## src/hdl/kvt_pkg.sv

```systemverilog
// ----------------------------------------------------------------------------
// kvt_pkg
// Shared codes and types for the key/value table cell row.
// ----------------------------------------------------------------------------
package kvt_pkg;

    localparam int CAP_W = 9;
    localparam int POS_W = 8;
    localparam int MODE_W = 3;

    localparam logic [MODE_W-1:0] MODE_INSERT = 3'd0;
    localparam logic [MODE_W-1:0] MODE_UPDATE = 3'd1;
    localparam logic [MODE_W-1:0] MODE_UPSERT = 3'd2;
    localparam logic [MODE_W-1:0] MODE_ERASE  = 3'd3;
    localparam logic [MODE_W-1:0] MODE_LOOKUP = 3'd4;
    localparam logic [MODE_W-1:0] MODE_READ   = 3'd5;

    localparam logic [CAP_W-1:0] CAPACITY_RESET = 9'd256;

    typedef struct packed {
        logic capture;    // request accepted: compare keys, latch selects
        logic pick_hit;   // select the matching cell for readout
        logic pick_pos;   // select the cell at the requested position
        logic erase_en;   // shift cells at and above the hit down one place
        logic update_en;  // write value into the matching cell
        logic insert_en;  // write key/value into the first free cell
    } kvt_ctrl_t;

endpackage

```

## src/hdl/kvt_cell.sv

```systemverilog
// ----------------------------------------------------------------------------
// kvt_cell
// One table slot: holds a key/value pair, compares against the request key
// and takes its upper neighbor's pair when an erase closes the gap.
// ----------------------------------------------------------------------------
module kvt_cell
    import kvt_pkg::*;
#(
    parameter int KEY_WIDTH   = 32,
    parameter int VALUE_WIDTH = 64,
    parameter int CNT_W       = 9,
    parameter int IDX_W       = 8,
    parameter int CELL_INDEX  = 0
)
(
    input  logic                   clk,
    input  logic                   rst_n,
    input  kvt_ctrl_t              ctrl,
    input  logic [KEY_WIDTH-1:0]   req_key,
    input  logic [POS_W-1:0]       req_position,
    input  logic [KEY_WIDTH-1:0]   wr_key,
    input  logic [VALUE_WIDTH-1:0] wr_value,
    input  logic [CNT_W-1:0]       count,
    input  logic [IDX_W-1:0]       at_index,
    input  logic [KEY_WIDTH-1:0]   next_key,
    input  logic [VALUE_WIDTH-1:0] next_value,
    output logic [KEY_WIDTH-1:0]   cur_key,
    output logic [VALUE_WIDTH-1:0] cur_value,
    output logic                   hit,
    output logic [KEY_WIDTH-1:0]   sel_key,
    output logic [VALUE_WIDTH-1:0] sel_value
);

    localparam logic [31:0] IDX = 32'(CELL_INDEX);

    logic [KEY_WIDTH-1:0]   key_reg;
    logic [KEY_WIDTH-1:0]   key_next;
    logic [VALUE_WIDTH-1:0] value_reg;
    logic [VALUE_WIDTH-1:0] value_next;
    logic                   hit_reg;
    logic                   hit_next;
    logic                   sel_reg;
    logic                   sel_next;
    logic                   occupied;
    logic                   pos_match;

    assign occupied  = 32'(count) > IDX;
    assign pos_match = 32'(req_position) == IDX;

    always_comb
    begin
        hit_next = hit_reg;
        sel_next = sel_reg;
        if (ctrl.capture)
        begin
            hit_next = occupied && (key_reg == req_key);
            sel_next = (ctrl.pick_hit && hit_next) || (ctrl.pick_pos && pos_match && occupied);
        end
    end

    always_ff @(posedge clk or negedge rst_n)
    begin
        if (!rst_n)
        begin
            hit_reg <= 1'b0;
            sel_reg <= 1'b0;
        end
        else
        begin
            hit_reg <= hit_next;
            sel_reg <= sel_next;
        end
    end

    always_comb
    begin
        key_next   = key_reg;
        value_next = value_reg;
        priority if (ctrl.erase_en && (32'(at_index) <= IDX))
        begin
            key_next   = next_key;
            value_next = next_value;
        end
        else if (ctrl.insert_en && (32'(count) == IDX))
        begin
            key_next   = wr_key;
            value_next = wr_value;
        end
        else if (ctrl.update_en && hit_reg)
        begin
            value_next = wr_value;
        end
    end

    always_ff @(posedge clk)
    begin
        key_reg   <= key_next;
        value_reg <= value_next;
    end

    assign cur_key   = key_reg;
    assign cur_value = value_reg;
    assign hit       = hit_reg;
    assign sel_key   = sel_reg ? key_reg : '0;
    assign sel_value = sel_reg ? value_reg : '0;

endmodule

```

## config.mk

```make
export PLATFORM = sky130hd
export DESIGN_NAME = kvt_cell
export DESIGN_NICKNAME = d
export VERILOG_FILES = /design/src/hdl/kvt_pkg.sv /design/src/hdl/kvt_cell.sv
export SDC_FILE = /design/constraint.sdc
export NUM_CORES = 1
export LEC_CHECK = 0
export BUFFER_PORTS_ARGS = -buffer_cell sky130_fd_sc_hd__clkbuf_2
export CORE_AREA = 2 2 175 177
export DETAILED_ROUTE_END_ITERATION = 8
export DIE_AREA = 0 0 177 179
export GPL_ROUTABILITY_DRIVEN = 0
export PLACE_DENSITY = 0.44
export SKIP_LAST_GASP = 1
export SLEW_MARGIN = 20
export SYNTH_ARGS = -nofsm -noshare
export SYNTH_HDL_FRONTEND = slang
export SYNTH_SLANG_ARGS = --single-unit
```

## constraint.sdc

```tcl
create_clock -name clk -period 2.9 [get_ports clk]
set_input_delay 0.435 -clock clk [delete_from_list [all_inputs] [get_ports clk]]
set_output_delay 0.435 -clock clk [all_outputs]
set_load 0.01 [all_outputs]
```

== Yosys cells after proc, flatten, opt, wreduce, memory -nomap -nowiden ==
Index checks and enable logic that the tools add are counted.

* Register bits: 98
* Bits in latches: 0
* RAM bits: 0
* ROM bits: 0
* Input port bits: 257
* Output and inout port bits: 193
* Word-level logic and storage cells: 26
* Memories: 0

* Add/subtract/negate cells: 0
* Multipliers: 0
* Div/mod/pow operators: 0
* $lt $le $gt $ge: 2
* Eq/ne operators: 1
* Shift-type cells: 0
* Multiplexer cells: 7
* Bitwise gates (word level): 0
* Reductions and logical operators: 12

{| class="wikitable"
|+ Operator list
! kind !! count
|-
| 2-to-1 mux 64 bit || 4
|-
| 2-to-1 mux 32 bit || 3
|-
| == test 32 bit || 1
|-
| greater-than comparator 9 x 1 -> 1 bit, second input constant || 1
|-
| zero test 9 bit || 1
|-
| <= comparator 8 x 1 -> 1 bit, second input constant || 1
|-
| zero test 8 bit || 1
|-
| logical AND 1 bit || 7
|-
| nonzero test 3 bit || 1
|-
| nonzero test 2 bit || 1
|-
| logical OR 1 bit || 1
|}

== Logic depth before layout (Yosys ltp) ==
Gate-level depths: netlist of the first run.

* Depth in word-level cells: 4
* Mapped depth: 6
* Depth with buffers taken out: 5

== Worst setup path before layout of the first run ==
Ideal clock, no wire load.

* Path kind: input-to-reg
* Start point: input port count[2]
* End point: register value_reg[0], in the netlist cur_value[0] (enable)
* Setup time: 0.420 ns
* Data arrival time: 3.504 ns
* Data required time: 2.480 ns
* Path slack: -1.025 ns
* Stages: 5
* Path buffers: 0
* Cell sequence: or4_1 -> nor4_1 -> nand2_1 -> nand2_1 -> a21o_1

* Word-level cells in the longest chain between the ends: 3

{| class="wikitable"
|+ Ends and longest elaborated chain
! item !! RTL line !! source
|-
| start, declared || kvt_cell.sv:23 || <nowiki>input logic [CNT_W-1:0] count,</nowiki>
|-
| zero test 9 bit || kvt_cell.sv:84 || <nowiki>else if (ctrl.insert_en && (32'(count) == IDX))</nowiki>
|-
| logical AND 1 bit || kvt_cell.sv:84 ||
|-
| nonzero test 3 bit (no source line) || - ||
|-
| end signal, assigned || kvt_cell.sv:98 || <nowiki>value_reg <= value_next;</nowiki>
|-
| end, declared || kvt_cell.sv:38 || <nowiki>logic [VALUE_WIDTH-1:0] value_reg;</nowiki>
|}

Every way passes these cells.
A chain may end at the register's enable or synchronous reset.

== Worst setup path in the final report of the first run ==
* Start point: input port count[2]
* End point: register value_reg[21], in the netlist cur_value[21] (enable)

The elaborated chain is that of the path after synthesis.

==> results of run 1 <==
## routing by layer
metal | wire length, microns | global-route usage | part of all wire | up-vias
met1 | 7860 | 0.139 | 0.38 | 2169
met4 | 189 | 0.0324 | 0.0091 | 0
met2 | 10900 | 0.229 | 0.52 | 276
met3 | 1930 | 0.0397 | 0.093 | 9
li1 | - | - | - | 2246
met5 | 0 | 0 | 0 | -
## where the power goes
| part | total [mW] | switching [mW] | internal [mW] |
|---|---|---|---|
| sequential | 1.57 | 0.0133 | 1.56 |
| clock | 1.21 | 0.608 | 0.598 |
| combinational | 0.399 | 0.155 | 0.244 |
| total | 3.17 | 0.777 | 2.40 |
## per-stage QoR
step,worst slack [ns],utilization,instances
6_report,0.690,0.275,1225
3_5_place_dp,0.228,0.265,1207
2_1_floorplan,0.134,-,372
4_1_cts,0.620,0.275,1224
3_3_place_gp,0.267,0.265,1207
5_1_grt,0.451,0.275,1225
## worst max-delay path by stage
| stage | to | from | slack (ns) | cells past startpoint |
|---|---|---|---|---|
| 6_report | cur_value[21]$_DFFE_PP_ | count[2] | 0.69 | 7 |
| 5_1_grt | cur_value[31]$_DFFE_PP_ | count[2] | 0.45 | 7 |
| 4_1_cts | sel_value[40] | sel_reg$_DFFE_PN0P_ | 0.62 | 3 |
| 3_5_place_dp | cur_value[7]$_DFFE_PP_ | count[2] | 0.23 | 7 |
| 3_3_place_gp | cur_value[15]$_DFFE_PP_ | count[2] | 0.27 | 7 |
| 2_1_floorplan | cur_value[0]$_DFFE_PP_ | count[2] | 0.13 | 5 |
## area by class of cell
type                       count  share of cell area
sequential                    98               0.356
timing repair buffer         460               0.286
multi-input combinational    253               0.263
tap                          396              0.0601
clock buffer                   9              0.0273
clock inverter                 7             0.00758
inverter                       1            0.000455
antenna                        1            0.000303
## cell usage after synthesis (2+ instances only)
cell       n  area [sq um]
o21ai_0    3          15.0
xnor2_1   28           245
buf_6      3          33.8
nand2_1    3          11.3
nand4_1    8          50.1
xor2_1     4          35.0
mux2_1    29           327
nor4_1     4          25.0
and2_1    96           601
buf_1      6          22.5
dfrtp_1    2          50.1
nor3_1     3          15.0
clkbuf_1  10          37.5
mux2_2    67           754
edfxtp_1  96          2880
## critical path: stages
cell,delay [ns]
clkbuf_2,0.07
or4_1,0.51
nor4_1,0.44
nand2_1,0.19
nand2_2,0.12
a21o_4,0.25
buf_4,0.24
## cell families after synthesis
| group | Yosys count |
|---|---|
| xor gates and xnor gates | 32 |
| muxes | 96 |
| buffers and inverters | 21 |
| DFF | 98 |
| and+or+nand+nor | 120 |
| AOI/OAI and AO/OA | 5 |
==> out/metrics.csv, run 1 <==
stage;metric;value;unit
synth;register area share after synthesis;0.565;
synth;Netlist cell types;25;
cells_and_area;Post-Layout Inst Area;0.00825;sq mm
synth;Post-Synth XOR/XNOR Area;0.0540;
synth;post-synthesis async set-or-reset flop share;0.0204;
floorplan;I/O pin count;450;
worst_setup_path;FF-to-FF End;sel_reg$_DFFE_PN0P_;
synth;Mapped Nets;629;
drt;post-route ant nets;0;
clock_tree;Post-CTS Setup Inserts;0;
drt;wire length per cell;17.0;microns
worst_setup_path;Crit Path Class;primary input to flip-flop;
drt;Remaining DRCs;0;
clock_tree;Root Driver;clkbuf_16;
synth;synthesized flop and latch total;98;
floorplan;cell row count;64;
pwr;Lkg Pwr;3.80;nW
sta;Final Critical Period;2.21;ns
grt;grt total ovfl;0;
place;Final HPWL DP;17000;microns
worst_setup_path;reg-to-reg slack, setup;0.96;ns
synth;Mapped Cells;372;
place;PortBufs;449;
cells_and_area;FF+latch area;0.00293;sq mm
clock_tree;clock slew at the register clock pins of the worst setup and hold paths;0.08;ns
synth;EDFF count, synth;96;
pwr;P per Cell Area;385;mW/mm^2
sta;worst slew pin tran;0.830;ns
worst_setup_path;Critical Path RT;2.95;ns
cells_and_area;most frequent cells in the layout;clkbuf_2, and2_1, edfxtp_1;
run;Max-cap violations;0;
sta;FMAX;0.453;GHz
cells_and_area;fillers;3221;
sta;Hold Violations, Final;0;
synth;Synth Area in Adders;0;
hold_path;WHS Path Cells;2;
sta;Final Slew Violations;0;
synth;Compound-Gate Fraction of Synth Area;0.00555;
hold_path;Min-Delay Startpoint;next_key[25];
sta;Final TNS setup;0;ns
pwr;worst vdd ir;0.204;mV
drt;DRT Pass-1 Iters;4;
synth;Synth Flop Type;edfxtp_1;
status;outcome;completed;
grt;GRT Util Overall;0.125;
grt;vias in the first global route;4701;
grt;largest net degree at the start of global routing;63;
drt;Detailed Route Iter0 Violations;125;
sta;Setup Skew;0.0211;ns
place;Post-Place Cell Area;0.00795;sq mm
synth;combinational family with the most area after synthesis;multiplexers;
synth;post-synthesis simple-gate area fraction;0.147;
worst_setup_path;crit-path max FO;15;
synth;Post-Syn Area;0.00519;sq mm
grt;initial antenna violation count;2;
clock_tree;CTS tree;done;
sta;Fin Hold WS;0.371;ns
clock_tree;Clock Latency Late Sink;0.36;ns
cells_and_area;area taken by multi-input logic gates;0.00217;sq mm
hold_path;Worst Hold Class;primary input to flip-flop;
worst_setup_path;worst reg2reg path startpoint;cur_key[27]$_DFFE_PP_;
floorplan;DIE HEIGHT;179;microns
drt;WL final;20900;microns
clock_tree;post-cts resize count;0;
pwr;Tot Pwr;3.17;mW
cells_and_area;layout cells sized above 1;0.659;
synth;mux contribution to synthesized area;0.208;
worst_setup_path;startpoint types;primary input;
clock_tree;clk sinks;98;
sta;unrepaired setup endpoints after global routing;no;
cells_and_area;commonest non-fill, non-tap cell in the layout;clkbuf_2;
floorplan;Core ar.;0.0300;sq mm
synth;syn_area_per_cell;13.9;sq um
floorplan;Die Width;177;microns
sta;Max-slew headroom;0.446;
synth;yosys warns;0;
worst_setup_path;cell count of the worst reg-to-reg path;5;
worst_setup_path;CP Capture Type;flip-flop;
clock_tree;buffer depth of the longest clock path;2;
hold_path;hold path endpoint;cur_key[25]$_DFFE_PP_;
drt;via/cell ratio;3.84;
cells_and_area;Area growth, synth to finish;59.0;%
grt;first-pass GRT wire length;28600;microns
floorplan;die area;0.0317;sq mm
sta;crit share post-route;0.762;
cells_and_area;nets;1080;
floorplan;Starting Density;0.173;
clock_tree;clock buffer count from CTS;9;
cells_and_area;max reg flops;64;
drt;DR vias;4700;
worst_setup_path;Critical Path AT;2.26;ns
sta;Final setup viols;0;
clock_tree;cts hold-fix bufs;1;
clock_tree;H-Tree Depth;3;
No activity file was read; power rests on OpenSTA's default activity.
==> inputs of run 2 (changes only) <==
--- a/config.mk
+++ b/config.mk
@@ -10,7 +10,7 @@
 export DETAILED_ROUTE_END_ITERATION = 8
 export DIE_AREA = 0 0 177 179
 export GPL_ROUTABILITY_DRIVEN = 0
-export PLACE_DENSITY = 0.44
+export PLACE_DENSITY = 0.46
 export SKIP_LAST_GASP = 1
 export SLEW_MARGIN = 20
 export SYNTH_ARGS = -nofsm -noshare
==> constraint.sdc (replaced) <==
create_clock -name clk -period 1.9 [get_ports clk]
set_input_delay 0.285 -clock clk [delete_from_list [all_inputs] [get_ports clk]]
set_output_delay 0.285 -clock clk [all_outputs]
set_load 0.01 [all_outputs]
==> out/metrics.csv, run 2 (synthesis gave the netlist of run 1 again) <==
stage;metric;value;unit;change
status;outcome;completed;;
sta;Final Slew Violations;0;;unchanged
drt;DRT Pass-1 Iters;4;;unchanged
sta;FMAX;0.557;GHz;
floorplan;Starting Density;0.173;;unchanged
grt;vias in the first global route;4804;;+2.2%
clock_tree;CTS tree;done;;
drt;Remaining DRCs;0;;unchanged
sta;unrepaired setup endpoints after global routing;no;;
floorplan;die area;0.0317;sq mm;unchanged
pwr;worst vdd ir;0.441;mV;+120%
sta;worst slew pin tran;0.407;ns;-0.423 ns
floorplan;cell row count;64;;unchanged
pwr;P per Cell Area;588;mW/mm^2;+53%
pwr;Internal Pwr Total;3.79;mW;+58%
cells_and_area;commonest non-fill, non-tap cell in the layout;clkbuf_2;;
clock_tree;clk sinks;98;;unchanged
worst_setup_path;crit-path max FO;47;;+32
sta;Final setup viols;0;;unchanged
drt;wire length per cell;16.7;microns;-1.9%
clock_tree;Post-CTS Setup Inserts;0;;unchanged
cells_and_area;Area growth, synth to finish;62.4;%;
floorplan;Core ar.;0.0300;sq mm;unchanged
floorplan;DIE HEIGHT;179;microns;unchanged
pwr;Lkg Pwr;3.89;nW;+2.2%
worst_setup_path;Critical Path AT;1.51;ns;-0.75 ns
worst_setup_path;Cell Chain, Critical Path;buf_4 > and2_1 > clkbuf_2;;
clock_tree;clock slew at the register clock pins of the worst setup and hold paths;0.07;ns;about the same
worst_setup_path;CP max-delay cell;dfrtp_2;;
sta;Max-slew headroom;0.728;;+0.282
pwr;clock power share;0.392;;+0.012
pwr;Combinational Power Share;0.128;;+0.002
pwr;Sw Share;0.235;;-0.00966
sta;crit share post-route;0.945;;
cells_and_area;Post-Layout Inst Area;0.00843;sq mm;+2.1%
drt;post-route ant nets;0;;unchanged
clock_tree;clock buffer count from CTS;9;;unchanged
cells_and_area;n_diodes;0;;-1
drt;DR vias;4751;;+1.1%
grt;first-pass GRT wire length;28400;microns;-0.48%
sta;Final TNS setup;0;ns;unchanged
floorplan;I/O pin count;450;;unchanged
cells_and_area;layout cells sized above 1;0.668;;+0.00844
run;Max-cap violations;0;;unchanged
drt;Detailed Route Iter0 Violations;104;;-17%
sta;Final Critical Period;1.80;ns;
clock_tree;post-cts resize count;0;;unchanged
worst_setup_path;Crit Path Class;flip-flop to output pin;;
worst_setup_path;startpoint types;flip-flop;;
grt;grt total ovfl;0;;unchanged
cells_and_area;max reg flops;64;;unchanged
worst_setup_path;CP Capture Type;output pin;;
pwr;register share of total power;0.480;;-0.014
clock_tree;Clock Latency Late Sink;0.35;ns;about the same
grt;largest net degree at the start of global routing;51;;-19%
grt;initial antenna violation count;1;;-1
place;PortBufs;449;;unchanged
cells_and_area;most frequent cells in the layout;clkbuf_2, and2_1, edfxtp_1;;
sta;Hold Violations, Final;0;;unchanged
worst_setup_path;max incr delay on CP;0.36;ns;-0.15 ns
drt;WL final;20700;microns;-0.97%
clock_tree;buffer depth of the longest clock path;2;;unchanged
drt;via/cell ratio;3.84;;+0.19%
sta;Setup Skew;0.0113;ns;-0.00981 ns
pwr;Switch Pwr;1.16;mW;+50%
floorplan;Die Width;177;microns;unchanged
clock_tree;Root Driver;clkbuf_16;;
worst_setup_path;Critical Path RT;1.62;ns;-1.33 ns
hold_path;Worst Hold Class;primary input to flip-flop;;
clock_tree;H-Tree Depth;3;;unchanged
cells_and_area;nets;1092;;+1.1%
place;Final HPWL DP;17200;microns;+1.0%
place;Post-Place Cell Area;0.00811;sq mm;+2.0%
grt;GRT Util Overall;0.124;;-0.00120
[run 2: path summary, 6_finish.rpt]
kind	from	endpoint	slack [ns]	depth (start not counted)
worst max-delay path	sel_reg$_DFFE_PN0P_	sel_value[0]	0.10	3
worst min-delay path	ctrl[5]	hit$_DFFE_PN0P_	0.19	2
worst max register to register	cur_key[3]$_DFFE_PP_	sel_reg$_DFFE_PN0P_	0.18	6
worst min register to register	hit$_DFFE_PN0P_	hit$_DFFE_PN0P_	0.61	2
max in group asynchronous	rst_n	sel_reg$_DFFE_PN0P_	1.53	2
min in group asynchronous	rst_n	sel_reg$_DFFE_PN0P_	0.26	2
[run 2: power groups by stage]
stage	Sequential [mW]	Combinational (mW)	Clock [mW]
final	2.38	0.633	1.94
after global routing	2.38	0.704	2.11
after CTS	2.38	0.645	2.04
after detailed placement	2.43	0.640	0
after global placement	2.43	0.633	0
after floorplan	2.43	0.244	0
[run 2: metal layers]
layer / vias to the layer above / track usage / wire [microns] / part of all wire
met5: - / 0 / 0 / 0
met4: 0 / 0.0382 / 390 / 0.019
met3: 15 / 0.0324 / 1790 / 0.087
met2: 282 / 0.231 / 10700 / 0.52
met1: 2184 / 0.137 / 7810 / 0.38
li1: 2270 / - / - / -
[run 2: timing repair]
| action | in CTS | in global routing |
|---|---|---|
| hold buffers | 1 | 0 |
| endpoints found under the hold margin | 2 | 0 |
| endpoints found under the setup margin | 0 | 0 |
[run 2: layout make-up]
type,instances,area [sq um]
timing repair buffer,472,2480
inverter,1,3.75
clock buffer,10,229
fill,3220,21600
sequential,98,2930
tap,396,495
multi-input combinational,253,2200
clock inverter,6,73.8
[run 2: through the flow]
step | hold slack (ns) | std cells | total power, mW | worst slack, ns | utilization
floorplan | -0.0106 | 372 | 2.67 | -0.445 | -
global placement | 0.0738 | 1219 | 3.06 | -0.278 | 0.270
CTS | 0.170 | 1236 | 5.07 | 0.0890 | 0.281
global route | 0.188 | 1236 | 5.20 | 0.0193 | 0.281
detailed placement | 0.0734 | 1219 | 3.07 | -0.252 | 0.270
finish | 0.191 | 1236 | 4.96 | 0.105 | 0.281
[run 2: critical path, delay by kind of cell, from the launching register on]
| family | cells | cell delay [ns] |
|---|---|---|
| buffers and inverters | 2 | 0.57 |
| flip-flops | 1 | 0.36 |
| AND/OR/NAND/NOR | 1 | 0.19 |
==> inputs of run 3 (changes only) <==
--- a/config.mk
+++ b/config.mk
@@ -10,7 +10,8 @@
 export DETAILED_ROUTE_END_ITERATION = 8
 export DIE_AREA = 0 0 177 179
 export GPL_ROUTABILITY_DRIVEN = 0
-export PLACE_DENSITY = 0.46
+export PLACE_DENSITY = 0.56
+export RECOVER_POWER = 25
 export SKIP_LAST_GASP = 1
 export SLEW_MARGIN = 20
 export SYNTH_ARGS = -nofsm -noshare
==> out/metrics.csv, run 3 (synthesis gave the netlist of run 1 again) <==
stage;metric;value;unit;change
clock_tree;Clock Latency Late Sink;0.35;ns;about the same
drt;wire length per cell;15.7;microns;-6.1%
floorplan;DIE HEIGHT;179;microns;unchanged
worst_setup_path;CP Capture Type;flip-flop;;
worst_setup_path;Critical Path AT;1.87;ns;+0.36 ns
grt;first-pass GRT wire length;26100;microns;-8.3%
worst_setup_path;Crit Path Class;primary input to flip-flop;;
place;Final HPWL DP;16400;microns;-4.8%
cells_and_area;commonest non-fill, non-tap cell in the layout;clkbuf_2;;
floorplan;die area;0.0317;sq mm;unchanged
cells_and_area;n_diodes;0;;unchanged
sta;final setup margin;0.0914;ns;-0.0132 ns
sta;worst slew pin tran;0.501;ns;+0.0934 ns
worst_setup_path;Critical Path RT;1.96;ns;+0.34 ns
cells_and_area;layout cells sized above 1;0.556;;-0.112
grt;grt total ovfl;0;;unchanged
clock_tree;clock slew at the register clock pins of the worst setup and hold paths;0.07;ns;about the same
sta;Final Critical Period;1.81;ns;+0.0132 ns
hold_path;Worst Hold Class;primary input to flip-flop;;
run;Max-cap violations;0;;unchanged
pwr;worst vdd ir;0.290;mV;-34%
drt;WL final;19400;microns;-5.9%
drt;via/cell ratio;3.85;;+0.28%
sta;Hold Violations, Final;0;;unchanged
worst_setup_path;cell count of the worst reg-to-reg path;7;;+1
floorplan;Starting Density;0.173;;unchanged
grt;largest net degree at the start of global routing;54;;+5.9%
drt;post-route ant nets;0;;unchanged
cells_and_area;most frequent cells in the layout;clkbuf_2, and2_1, edfxtp_1;;
drt;Detailed Route Iter0 Violations;156;;+50%
pwr;Tot Pwr;4.77;mW;-3.8%
worst_setup_path;startpoint types;primary input;;
clock_tree;clk sinks;98;;unchanged
floorplan;Core ar.;0.0300;sq mm;unchanged
drt;Remaining DRCs;0;;unchanged
floorplan;cell row count;64;;unchanged
drt;DRT Pass-1 Iters;4;;unchanged
grt;vias in the first global route;4650;;-3.2%
worst_setup_path;crit-path max FO;20;;-57%
clock_tree;Post-CTS Setup Inserts;0;;unchanged
pwr;Lkg Pwr;3.60;nW;-7.3%
clock_tree;H-Tree Depth;3;;unchanged
sta;Max-slew headroom;0.663;;-0.0653
floorplan;Die Width;177;microns;unchanged
hold_path;WHS Path Cells;2;;unchanged
sta;crit share post-route;0.952;;+0.00694
cells_and_area;Area growth, synth to finish;59.4;%;
floorplan;I/O pin count;450;;unchanged
clock_tree;buffer depth of the longest clock path;2;;unchanged
cells_and_area;max reg flops;64;;unchanged
clock_tree;CTS tree;done;;
sta;unrepaired setup endpoints after global routing;no;;
cells_and_area;nets;1094;;+0.18%
place;PortBufs;449;;unchanged
grt;initial antenna violation count;0;;-1
place;dpl ws;-0.294;ns;-0.0420 ns
sta;Setup Skew;0.00688;ns;-0.00437 ns
sta;Final setup viols;0;;unchanged
sta;Final Slew Violations;0;;unchanged
clock_tree;Root Driver;clkbuf_16;;
status;outcome;completed;;
clock_tree;clock buffer count from CTS;9;;unchanged
grt;GRT Util Overall;0.112;;-0.0114
drt;DR vias;4772;;+0.44%
pwr;P per Cell Area;577;mW/mm^2;-2.0%
sta;FMAX;0.553;GHz;-0.73%
## run 3: area by class of cell
cell class                      instances  area [sq um]
Clock buffer                           10           229
Timing Repair Buffer                  474          2370
Fill cell                            3257         21800
Multi-Input combinational cell        253          2200
Tap cell                              396           495
Clock inverter                          6          41.3
Inverter                                1          3.75
Sequential cell                        98          2930
## run 3: worst paths after layout
check | startpoint | end | slack [ns]
hold reg to reg | hit$_DFFE_PN0P_ | hit$_DFFE_PN0P_ | 0.62
hold / removal | ctrl[5] | hit$_DFFE_PN0P_ | 0.17
max in group asynchronous | rst_n | sel_reg$_DFFE_PN0P_ | 1.49
setup / recovery | count[2] | cur_value[40]$_DFFE_PP_ | 0.09
min in group asynchronous | rst_n | hit$_DFFE_PN0P_ | 0.27
setup reg to reg | cur_key[24]$_DFFE_PP_ | sel_reg$_DFFE_PN0P_ | 0.13
## run 3: metrics by stage
stage | utilization | instance area [sq um] | cells | hold slack, ns | TNS (ns)
after detailed placement | 0.270 | 8120 | 1221 | 0.0741 | -21.61
after global routing | 0.276 | 8270 | 1238 | 0.182 | 0
after floorplan | - | 5230 | 372 | -0.0106 | -28.47
final | 0.276 | 8270 | 1238 | 0.166 | 0
after global placement | 0.270 | 8120 | 1221 | 0.0727 | -23.37
after CTS | 0.280 | 8400 | 1238 | 0.142 | 0
## run 3: per-layer routing
| metal | wire length (microns) | share of wire | vias to the layer above | global-route usage |
|---|---|---|---|---|
| met2 | 10300 | 0.53 | 289 | 0.216 |
| met1 | 7270 | 0.37 | 2202 | 0.120 |
| met5 | 0 | 0 | - | 0 |
| met3 | 1610 | 0.083 | 11 | 0.0303 |
| met4 | 220 | 0.011 | 0 | 0.0289 |
| li1 | - | - | 2270 | - |
## run 3: critical path, stage by stage
cell and delay, ns:
clkbuf_2 0.08, or4_4 0.54, nor4_4 0.32, nand2_2 0.13, nand2_8 0.08, a21o_4 0.21, buf_12 0.20
## run 3: what timing repair did
action	CTS	global route
gates resized for setup	0	0
hold buffers	1	0
endpoints found under the hold margin	2	0
## run 3: report_power, final
group	total [mW]	internal [mW]	switching [mW]
clock	1.75	0.891	0.863
sequential	2.38	2.38	0.00497
combinational	0.634	0.373	0.262
